===== config.mk =====
export PLATFORM = sky130hd
export DESIGN_NAME = gf2_polynomial_alu
export DESIGN_NICKNAME = d
export VERILOG_FILES = /design/src/sv/gf2pa_pkg.sv /design/src/sv/gf2_polynomial_alu.sv /design/src/sv/gf2pa_step_stage.sv
export SDC_FILE = /design/constraint.sdc
export NUM_CORES = 2
export LEC_CHECK = 0
export BUFFER_PORTS_ARGS = -buffer_cell sky130_fd_sc_hd__buf_2
export CAP_MARGIN = 20
export CORE_MARGIN = 1.5
export CORE_UTILIZATION = 26
export DETAILED_ROUTE_END_ITERATION = 6
export SETUP_SLACK_MARGIN = 0.1
export SLEW_MARGIN = 10
export SYNTH_ARGS = -nofsm -noshare
export SYNTH_HDL_FRONTEND = slang
export SYNTH_SLANG_ARGS = --single-unit

===== constraint.sdc =====
create_clock -name clk -period 21.2 [get_ports clk]
set_input_delay 4.24 -clock clk [delete_from_list [all_inputs] [get_ports clk]]
set_output_delay 4.24 -clock clk [all_outputs]
set_load 0.03 [all_outputs]

===== src/sv/gf2pa_pkg.sv =====
package gf2pa_pkg;

    // Fixed field widths of the request and response
    localparam int W_OP  = 32;
    localparam int W_RES = 63;
    localparam int W_CMD = 2;

    // Default operand width and long-division steps folded into one stage
    localparam int OPERAND_BITS_DEF = 32;
    localparam int STEPS_PER_STAGE  = 4;

    // Command codes
    localparam logic [W_CMD-1:0] CMD_ADD = 2'd0;
    localparam logic [W_CMD-1:0] CMD_MUL = 2'd1;
    localparam logic [W_CMD-1:0] CMD_DIV = 2'd2;

    typedef struct packed {
        logic [W_CMD-1:0] cmd;
        logic [W_OP-1:0]  a_poly;
        logic [W_OP-1:0]  b_poly;
    } req_t;

    typedef struct packed {
        logic [W_RES-1:0] result_poly;
        logic [W_OP-1:0]  remainder_poly;
        logic             div_by_zero;
    } rsp_t;

    // Handshake between neighboring pipeline stages
    typedef struct packed {
        logic valid;
    } hs_t;

endpackage


===== src/sv/gf2_polynomial_alu.sv =====
// Channel   Direction  Handshake            Payload
// req       in         req_valid/req_stall  req_t: cmd, a_poly, b_poly
// rsp       out        rsp_valid/rsp_stall  rsp_t: result_poly, remainder_poly, div_by_zero
//
// One request enters per cycle while req_stall is low; it passes through, in order:
// an align stage, the long-division and multiply step stages (four steps each), and the
// output register. Each stage holds when the next one is full and stalled, so bubbles
// close up and nothing is dropped or repeated. Reset clears only the valid bits.
module gf2_polynomial_alu
    import gf2pa_pkg::*;
#(
    parameter int OPERAND_BITS = OPERAND_BITS_DEF
)
(
    input  logic clk,
    input  logic rst_n,
    input  logic req_valid,
    output logic req_stall,
    input  req_t req,
    output logic rsp_valid,
    input  logic rsp_stall,
    output rsp_t rsp
);

    localparam int N    = OPERAND_BITS;
    localparam int DW   = (N > 1) ? $clog2(N) : 1;
    localparam int NSTG = (N + STEPS_PER_STAGE - 1) / STEPS_PER_STAGE;

    // ---------------- align stage ----------------
    logic [N-1:0]  am;
    logic [N-1:0]  bm;
    logic [DW-1:0] db_c;

    logic             s0_valid_reg;
    logic [W_CMD-1:0] s0_cmd_reg;
    logic [N-1:0]     s0_a_reg;
    logic [N-1:0]     s0_b_reg;
    logic [N-1:0]     s0_bn_reg;
    logic [DW-1:0]    s0_db_reg;
    logic             s0_ready;

    // step pipeline links; index NSTG is the output side
    hs_t              hs   [NSTG+1];
    logic             rdy  [NSTG+1];
    logic [W_CMD-1:0] cmd_w[NSTG+1];
    logic [N-1:0]     a_w  [NSTG+1];
    logic [N-1:0]     b_w  [NSTG+1];
    logic [N-1:0]     bn_w [NSTG+1];
    logic [DW-1:0]    db_w [NSTG+1];
    logic [2*N-2:0]   acc_w[NSTG+1];
    logic [N-1:0]     r_w  [NSTG+1];
    logic [N-1:0]     q_w  [NSTG+1];

    assign am = req.a_poly[N-1:0];
    assign bm = req.b_poly[N-1:0];

    // divisor degree: highest set bit
    always_comb
    begin
        db_c = '0;
        for (int i = 0; i < N; i++)
        begin
            if (bm[i])
            begin
                db_c = DW'(i);
            end
        end
    end

    assign s0_ready  = !s0_valid_reg || rdy[0];
    assign req_stall = !s0_ready;

    always_ff @(posedge clk or negedge rst_n)
    begin
        if (!rst_n)
        begin
            s0_valid_reg <= 1'b0;
        end
        else if (s0_ready)
        begin
            s0_valid_reg <= req_valid;
        end
    end

    // register masked operands and the divisor shifted to the top bit
    always_ff @(posedge clk)
    begin
        if (req_valid && s0_ready)
        begin
            s0_cmd_reg <= req.cmd;
            s0_a_reg   <= am;
            s0_b_reg   <= bm;
            s0_bn_reg  <= bm << (DW'(N - 1) - db_c);
            s0_db_reg  <= db_c;
        end
    end

    assign hs[0].valid = s0_valid_reg;
    assign cmd_w[0]    = s0_cmd_reg;
    assign a_w[0]      = s0_a_reg;
    assign b_w[0]      = s0_b_reg;
    assign bn_w[0]     = s0_bn_reg;
    assign db_w[0]     = s0_db_reg;
    assign acc_w[0]    = '0;
    assign r_w[0]      = s0_a_reg;
    assign q_w[0]      = '0;

    // ---------------- step stages ----------------
    for (genvar s = 0; s < NSTG; s++) begin : g_stage
        gf2pa_step_stage #(
            .N         (N),
            .STAGE_IDX (s),
            .DW        (DW)
        ) u_stage (
            .clk      (clk),
            .rst_n    (rst_n),
            .up       (hs[s]),
            .up_ready (rdy[s]),
            .dn       (hs[s+1]),
            .dn_ready (rdy[s+1]),
            .cmd_in   (cmd_w[s]),
            .a_in     (a_w[s]),
            .b_in     (b_w[s]),
            .bn_in    (bn_w[s]),
            .db_in    (db_w[s]),
            .acc_in   (acc_w[s]),
            .r_in     (r_w[s]),
            .q_in     (q_w[s]),
            .cmd_out  (cmd_w[s+1]),
            .a_out    (a_w[s+1]),
            .b_out    (b_w[s+1]),
            .bn_out   (bn_w[s+1]),
            .db_out   (db_w[s+1]),
            .acc_out  (acc_w[s+1]),
            .r_out    (r_w[s+1]),
            .q_out    (q_w[s+1])
        );
    end

    // ---------------- output stage ----------------
    logic       rsp_valid_reg;
    rsp_t       rsp_reg;
    rsp_t       rsp_next;
    logic       out_ready;
    logic [N-1:0] quot;

    assign out_ready  = !rsp_valid_reg || !rsp_stall;
    assign rdy[NSTG]  = out_ready;

    // quotient bits were collected aligned to the top; drop the divisor degree
    assign quot = q_w[NSTG] >> db_w[NSTG];

    always_comb
    begin
        rsp_next = '0;
        unique case (cmd_w[NSTG])
            CMD_ADD:
            begin
                rsp_next.result_poly = W_RES'(a_w[NSTG] ^ b_w[NSTG]);
            end
            CMD_MUL:
            begin
                rsp_next.result_poly = W_RES'(acc_w[NSTG]);
            end
            CMD_DIV:
            begin
                if (b_w[NSTG] == '0)
                begin
                    rsp_next.div_by_zero = 1'b1;
                end
                else
                begin
                    rsp_next.result_poly    = W_RES'(quot);
                    rsp_next.remainder_poly = W_OP'(r_w[NSTG]);
                end
            end
            default:
            begin
                rsp_next = '0;
            end
        endcase
    end

    always_ff @(posedge clk or negedge rst_n)
    begin
        if (!rst_n)
        begin
            rsp_valid_reg <= 1'b0;
        end
        else if (out_ready)
        begin
            rsp_valid_reg <= hs[NSTG].valid;
        end
    end

    always_ff @(posedge clk)
    begin
        if (hs[NSTG].valid && out_ready)
        begin
            rsp_reg <= rsp_next;
        end
    end

    assign rsp_valid = rsp_valid_reg;
    assign rsp       = rsp_reg;

endmodule


===== src/sv/gf2pa_step_stage.sv =====
module gf2pa_step_stage
    import gf2pa_pkg::*;
#(
    parameter int N         = OPERAND_BITS_DEF,
    parameter int STAGE_IDX = 0,
    parameter int DW        = (N > 1) ? $clog2(N) : 1
)
(
    input  logic             clk,
    input  logic             rst_n,
    input  hs_t              up,
    output logic             up_ready,
    output hs_t              dn,
    input  logic             dn_ready,
    input  logic [W_CMD-1:0] cmd_in,
    input  logic [N-1:0]     a_in,
    input  logic [N-1:0]     b_in,
    input  logic [N-1:0]     bn_in,
    input  logic [DW-1:0]    db_in,
    input  logic [2*N-2:0]   acc_in,
    input  logic [N-1:0]     r_in,
    input  logic [N-1:0]     q_in,
    output logic [W_CMD-1:0] cmd_out,
    output logic [N-1:0]     a_out,
    output logic [N-1:0]     b_out,
    output logic [N-1:0]     bn_out,
    output logic [DW-1:0]    db_out,
    output logic [2*N-2:0]   acc_out,
    output logic [N-1:0]     r_out,
    output logic [N-1:0]     q_out
);

    logic [2*N-2:0] acc_c [STEPS_PER_STAGE+1];
    logic [N-1:0]   r_c   [STEPS_PER_STAGE+1];
    logic [N-1:0]   q_c   [STEPS_PER_STAGE+1];
    logic [DW-1:0]  shift_top;

    logic             valid_reg;
    logic [W_CMD-1:0] cmd_reg;
    logic [N-1:0]     a_reg;
    logic [N-1:0]     b_reg;
    logic [N-1:0]     bn_reg;
    logic [DW-1:0]    db_reg;
    logic [2*N-2:0]   acc_reg;
    logic [N-1:0]     r_reg;
    logic [N-1:0]     q_reg;

    // last step index at which the aligned divisor still reaches the dividend
    assign shift_top = DW'(N - 1) - db_in;

    assign acc_c[0] = acc_in;
    assign r_c[0]   = r_in;
    assign q_c[0]   = q_in;

    // One multiply partial product and one division step per slice
    for (genvar j = 0; j < STEPS_PER_STAGE; j++) begin : g_step
        localparam int K = STAGE_IDX * STEPS_PER_STAGE + j;
        if (K < N) begin : g_act
            localparam logic [DW-1:0] KV   = DW'(K);
            localparam logic [N-1:0]  QBIT = N'(1) << (N - 1 - K);
            logic [2*N-2:0] a_ext;
            logic           hit;
            assign a_ext = (2*N-1)'(a_in);
            assign acc_c[j+1] = b_in[K] ? (acc_c[j] ^ (a_ext << K)) : acc_c[j];
            assign hit = (shift_top >= KV) && r_c[j][N-1-K];
            assign r_c[j+1] = hit ? (r_c[j] ^ (bn_in >> K)) : r_c[j];
            assign q_c[j+1] = hit ? (q_c[j] | QBIT) : q_c[j];
        end else begin : g_idle
            assign acc_c[j+1] = acc_c[j];
            assign r_c[j+1]   = r_c[j];
            assign q_c[j+1]   = q_c[j];
        end
    end

    assign up_ready = !valid_reg || dn_ready;

    // Stage valid
    always_ff @(posedge clk or negedge rst_n)
    begin
        if (!rst_n)
        begin
            valid_reg <= 1'b0;
        end
        else if (up_ready)
        begin
            valid_reg <= up.valid;
        end
    end

    // Stage payload
    always_ff @(posedge clk)
    begin
        if (up.valid && up_ready)
        begin
            cmd_reg <= cmd_in;
            a_reg   <= a_in;
            b_reg   <= b_in;
            bn_reg  <= bn_in;
            db_reg  <= db_in;
            acc_reg <= acc_c[STEPS_PER_STAGE];
            r_reg   <= r_c[STEPS_PER_STAGE];
            q_reg   <= q_c[STEPS_PER_STAGE];
        end
    end

    assign dn.valid = valid_reg;
    assign cmd_out  = cmd_reg;
    assign a_out    = a_reg;
    assign b_out    = b_reg;
    assign bn_out   = bn_reg;
    assign db_out   = db_reg;
    assign acc_out  = acc_reg;
    assign r_out    = r_reg;
    assign q_out    = q_reg;

endmodule

=== After elaboration in Yosys (flattened, before gate mapping) ===
Cells that the tools add are included.

* Reduce and logical (&&, ||, !) cells: 67
* Bitwise logic cells: 65
* Shift-type cells: 2
* $lt $le $gt $ge: 32
* Add/sub/neg operators: 9
* Equal/unequal tests: 2
* Muxes and demuxes: 122

{| class="wikitable"
|+ Operators with widths
! cell !! number
|-
| 63-bit two-way mux || 31
|-
| 32-bit two-way mux || 34
|-
| 63-bit one-hot mux with 3 select lines || 1
|-
| 5-bit two-way mux || 28
|-
| 5-bit >= comparator, second input constant || 16
|-
| 64-bit two-way mux || 1
|-
| 32-bit XOR || 2
|-
| 63-bit by 33-bit XOR with 63-bit output || 1
|-
| 63-bit by 34-bit XOR with 63-bit output || 1
|-
| 63-bit by 35-bit XOR with 63-bit output || 1
|-
| 63-bit by 36-bit XOR with 63-bit output || 1
|-
| 63-bit by 37-bit XOR with 63-bit output || 1
|-
| 63-bit by 38-bit XOR with 63-bit output || 1
|-
| 63-bit by 39-bit XOR with 63-bit output || 1
|-
| 63-bit by 40-bit XOR with 63-bit output || 1
|-
| 63-bit by 41-bit XOR with 63-bit output || 1
|-
| 63-bit by 42-bit XOR with 63-bit output || 1
|-
| 63-bit by 43-bit XOR with 63-bit output || 1
|-
| 63-bit by 44-bit XOR with 63-bit output || 1
|-
| 63-bit by 45-bit XOR with 63-bit output || 1
|-
| 63-bit by 46-bit XOR with 63-bit output || 1
|-
| 63-bit by 47-bit XOR with 63-bit output || 1
|-
| 63-bit by 48-bit XOR with 63-bit output || 1
|-
| 63-bit by 49-bit XOR with 63-bit output || 1
|-
| other kinds (85) || 169
|}

* Bits of input ports: 70
* Register bits after elaboration: 2017
* Word-level logic and storage cells: 388
* Output and inout bits: 98

=== Depth between registers and ports, before layout ===
* Depth in word-level cells: 33
* Gate-level depth with buffers: 12
* Gate-level depth less buffers: 10

=== By module ===
A second synthesis with hierarchy kept.

* Cell total of the unflattened synthesis: 6225
* Area total of the unflattened synthesis: 88590.0 µm²

{| class="wikitable"
|+ Modules (own cells, without submodules)
! module !! seq. area each (µm²) !! area an instance (µm²) !! instances !! cells an instance
|-
| gf2_polynomial_alu || 6025.8 || 10644.0 || 1 || 875
|-
| gf2pa_step_stage at g_stage[0].u_stage || 6931.6 || 10486.3 || 1 || 780
|-
| gf2pa_step_stage at g_stage[1].u_stage || 6931.6 || 10207.3 || 1 || 747
|-
| gf2pa_step_stage at g_stage[2].u_stage || 6931.6 || 10077.2 || 1 || 720
|-
| gf2pa_step_stage at g_stage[3].u_stage || 6931.6 || 9879.5 || 1 || 682
|-
| gf2pa_step_stage at g_stage[4].u_stage || 6931.6 || 9590.4 || 1 || 654
|-
| gf2pa_step_stage at g_stage[5].u_stage || 6931.6 || 9567.9 || 1 || 636
|-
| gf2pa_step_stage at g_stage[6].u_stage || 6931.6 || 9242.6 || 1 || 586
|-
| gf2pa_step_stage at g_stage[7].u_stage || 6931.6 || 8894.8 || 1 || 545
|}

=== Worst setup path after synthesis ===
OpenSTA, ideal clock, no wires.

* Path type: input to register
* From: input port rsp_stall
* To: register g_stage[2].u_stage.a_reg[0] (enable)
* Path slack: 6.945 ns
* Path buffers: 0
* Arrival time: 13.435 ns
* Required time: 20.380 ns
* Stages on the path: 4
* Library setup time: 0.820 ns
* Path through: nand4_1 > inv_1 > and3_1 > a31oi_1

* Word-level cells in the longest chain between the ends: 9

{| class="wikitable"
|+ Ends and longest elaborated chain
! element !! RTL line !! source
|-
| start, declared || gf2_polynomial_alu.sv:21 || <nowiki>input logic rsp_stall,</nowiki>
|-
| 1-bit zero test || gf2_polynomial_alu.sv:147 || <nowiki>assign out_ready = !rsp_valid_reg || !rsp_stall;</nowiki>
|-
| 1-bit logical OR || gf2_polynomial_alu.sv:147 ||
|-
| 1-bit logical OR (6 in series) || gf2pa_step_stage.sv:75 || <nowiki>assign up_ready = !valid_reg || dn_ready;</nowiki>
|-
| 1-bit logical AND || gf2pa_step_stage.sv:93 || <nowiki>if (up.valid && up_ready)</nowiki>
|-
| end signal, assigned || gf2pa_step_stage.sv:96 || <nowiki>a_reg <= a_in;</nowiki>
|-
| end, declared || gf2pa_step_stage.sv:40 || <nowiki>logic [N-1:0] a_reg;</nowiki>
|}

Every way passes these cells.
A chain may end at the register's enable or synchronous reset.

=== Worst setup path in the final report ===
* From: input port rsp_stall
* To: output port req_stall

* Word-level cells in the longest chain between the ends: 12

{| class="wikitable"
|+ Ends and longest elaborated chain
! element !! RTL line !! source
|-
| 1-bit zero test || gf2_polynomial_alu.sv:147 ||
|-
| 1-bit logical OR || gf2_polynomial_alu.sv:147 ||
|-
| 1-bit logical OR (8 in series) || gf2pa_step_stage.sv:75 ||
|-
| 1-bit logical OR || gf2_polynomial_alu.sv:70 || <nowiki>assign s0_ready = !s0_valid_reg || rdy[0];</nowiki>
|-
| 1-bit zero test || gf2_polynomial_alu.sv:71 || <nowiki>assign req_stall = !s0_ready;</nowiki>
|-
| end, declared || gf2_polynomial_alu.sv:18 || <nowiki>output logic req_stall,</nowiki>
|}

Every way passes these cells.

==> run metrics <==
leading area contributor after synthesis edfxtp_1; fraction of registers with async set/reset 0.00598; period utilization 0.487; Hold Violations, Final 0; PnR Total Power 12400 uW; Final HPWL DP 116000 um; first-pass GRT wire length 243000 um; vias in the first global route 39563; FF-to-FF Start rsp_valid; Clock Skews 0.0370 ns; Hold WS 0.403 ns; CTS tree built; main combinational cell family by area after synthesis XOR/XNOR gates; setup slack, reg-to-reg 17.19 ns; Iter 0 DRT Violations 2857; Rel. slew slack 0.280; syn_area_per_cell 13.2 um^2; Tmin final 10.32 ns; dpl ws 10.83 ns; number of synthesized flops with an enable pin 1663; crit-path max FO 5; max_cap viols 0; sequential fraction of the synthesis area 0.668; Max Fclk 0.0969 GHz; RSZ-0062 raised after global routing no; Clock transition at path regs 0.06 ns; RR Endpoint g_stage[1].u_stage.bn_out[29]; Synth Register Bits 1673; Syn Inst Count 5705; clock buffer depth 3; Worst Reg-to-Reg Cells 8; die height 540 um; Hold Path Sink g_stage[2].u_stage.r_out[29]; post-CTS sizing 0; Mapped Area 0.0751 mm^2; I/O Buffers 167; pin count of the biggest net entering global routing 155; WS Path Type in -> out; Post-CTS Hold Buffers 0; post-CTS setup repair buffer count 0; final setup vio count 0; clk root buf clkbuf_16; worst-margin pin slew 1.08 ns; via count 40074; CTS H-tree depth 4; CTS Sinks 1673; Layout area overhead 15.9%; initial antenna violation count 21; die area 0.292 mm^2; Die X 540 um; share of the synthesized area in the top cell type 0.665; Synth Net Count 5775; yosys warns 0; commonest non-fill, non-tap cells in the layout edfxtp_1, nand2_1, xnor2_1, xor2_1, clkbuf_16; initial core utilization 0.261; nets 5994; final worst slack 10.88 ns; Worst setup SP type input pin; CP arrival 6.08 ns; total CTS buffers 180; max-slew violations 0; Power Density 142 mW/mm^2; peak supply drop 96.4 uV; drt via density 4.06; Post-Route Utilization 0.303; RePlAce Congestion 0.839; worst min-delay path category reg -> reg; I/O pins 168; setup TNS 0 ns; TritonRoute pass-1 iters 6; share of cells above drive strength 1 0.0977; top cells by area, synth edfxtp_1, xnor2_1, nand2_1; Req. time, crit path 16.96 ns; Setup crit end kind output port; routed wire length 157000 um; Cell variety after synth 79; ys flop type edfxtp_1; average wire per standard cell 16.0 um; status finished, final reports clean; Post-Synth Adder-Cell Area 0; worst hold stages 0; Post-Synth XOR/XNOR Area 0.172; min-delay src g_stage[1].u_stage.r_out[29]; mux contribution to synthesized area 0.0192; ANT nets after route 0; max FFs per register 392; Compound-Gate Fraction of Synth Area 0.0235; GRT Total Usage 0.106; Clk Latency, worst-skew pair 0.83 ns; drc violations 0; simple-gate share of the synthesized area 0.103; commonest non-fill, non-tap cell in the layout edfxtp_1; P_leak 0.0299 uW; FP Rows 197; gr ovfl total 0; core footprint 0.288 mm^2
-- metal layers --
layer  GRT usage  wire [um]
met1       0.150      76700
met2       0.165      69300
met4      0.0374       4800
met3      0.0175       6560
met5           0          0
-- critical path, cell delays in order --
cell,delay (ns)
buf_2,0.14
nand4_1,0.17
inv_1,0.11
and3_1,0.41
nand3_1,0.16
nor2_1,0.33
nand3_1,0.19
inv_1,0.12
buf_2,0.21
-- logic make-up (layout without fill, tap and decap cells) --
group,Yosys count,count (layout)
XOR/XNOR,1478,1478
AO/OA/AOI/OAI,272,272
AND/OR/NAND/NOR,1907,1907
other,0,2
flip-flops,1673,1673
buffers and inverters,247,620
multiplexers,128,128
-- report_power, final --
group	internal (uW)	total (uW)	switching (uW)
sequential	5100	5640	547
clock	1930	3230	1300
combinational	1510	3500	1980
-- worst max path at each step --
stage,slack (ns),cells after the start,endpoint,from
4_1_cts,10.82,9,req_stall,rsp_stall
3_5_place_dp,10.83,9,req_stall,rsp_stall
3_3_place_gp,10.72,9,req_stall,rsp_stall
2_1_floorplan,6.95,4,g_stage[2].u_stage.a_out[0],rsp_stall
5_1_grt,10.63,9,req_stall,rsp_stall
6_report,10.88,9,req_stall,rsp_stall
-- synth_stat cells, types with 13 or more instances --
library cell,count
nand3_1,74
xnor2_1,982
and3_1,42
nor3_1,14
nor2b_1,17
nand2_1,1510
edfxtp_1,1663
a21oi_1,88
mux2i_1,100
a31oi_1,13
nor2_1,133
clkbuf_1,166
buf_2,19
and2_1,55
xor2_1,495
o22ai_1,38
nor4_1,13
mux2_2,17
inv_1,36
o21ai_0,36
-- area by class of cell --
type / instances / area (um^2)
Antenna cell: 2 / 5.00
Timing Repair Buffer: 243 / 1710
Tap cell: 3781 / 4730
Sequential cell: 1673 / 50200
Inverter: 41 / 159
Clock buffer: 210 / 4640
Fill cell: 28323 / 201000
Multi-Input combinational cell: 3785 / 24000
Clock inverter: 126 / 1600
-- through the flow --
stage	area (um^2)	cells
detailed placement	80500	9507
global placement	80300	9500
floorplan	75100	5705
CTS	86700	9843
finish	87000	9861
global route	87000	9860
(Power assumes the default switching activity.)
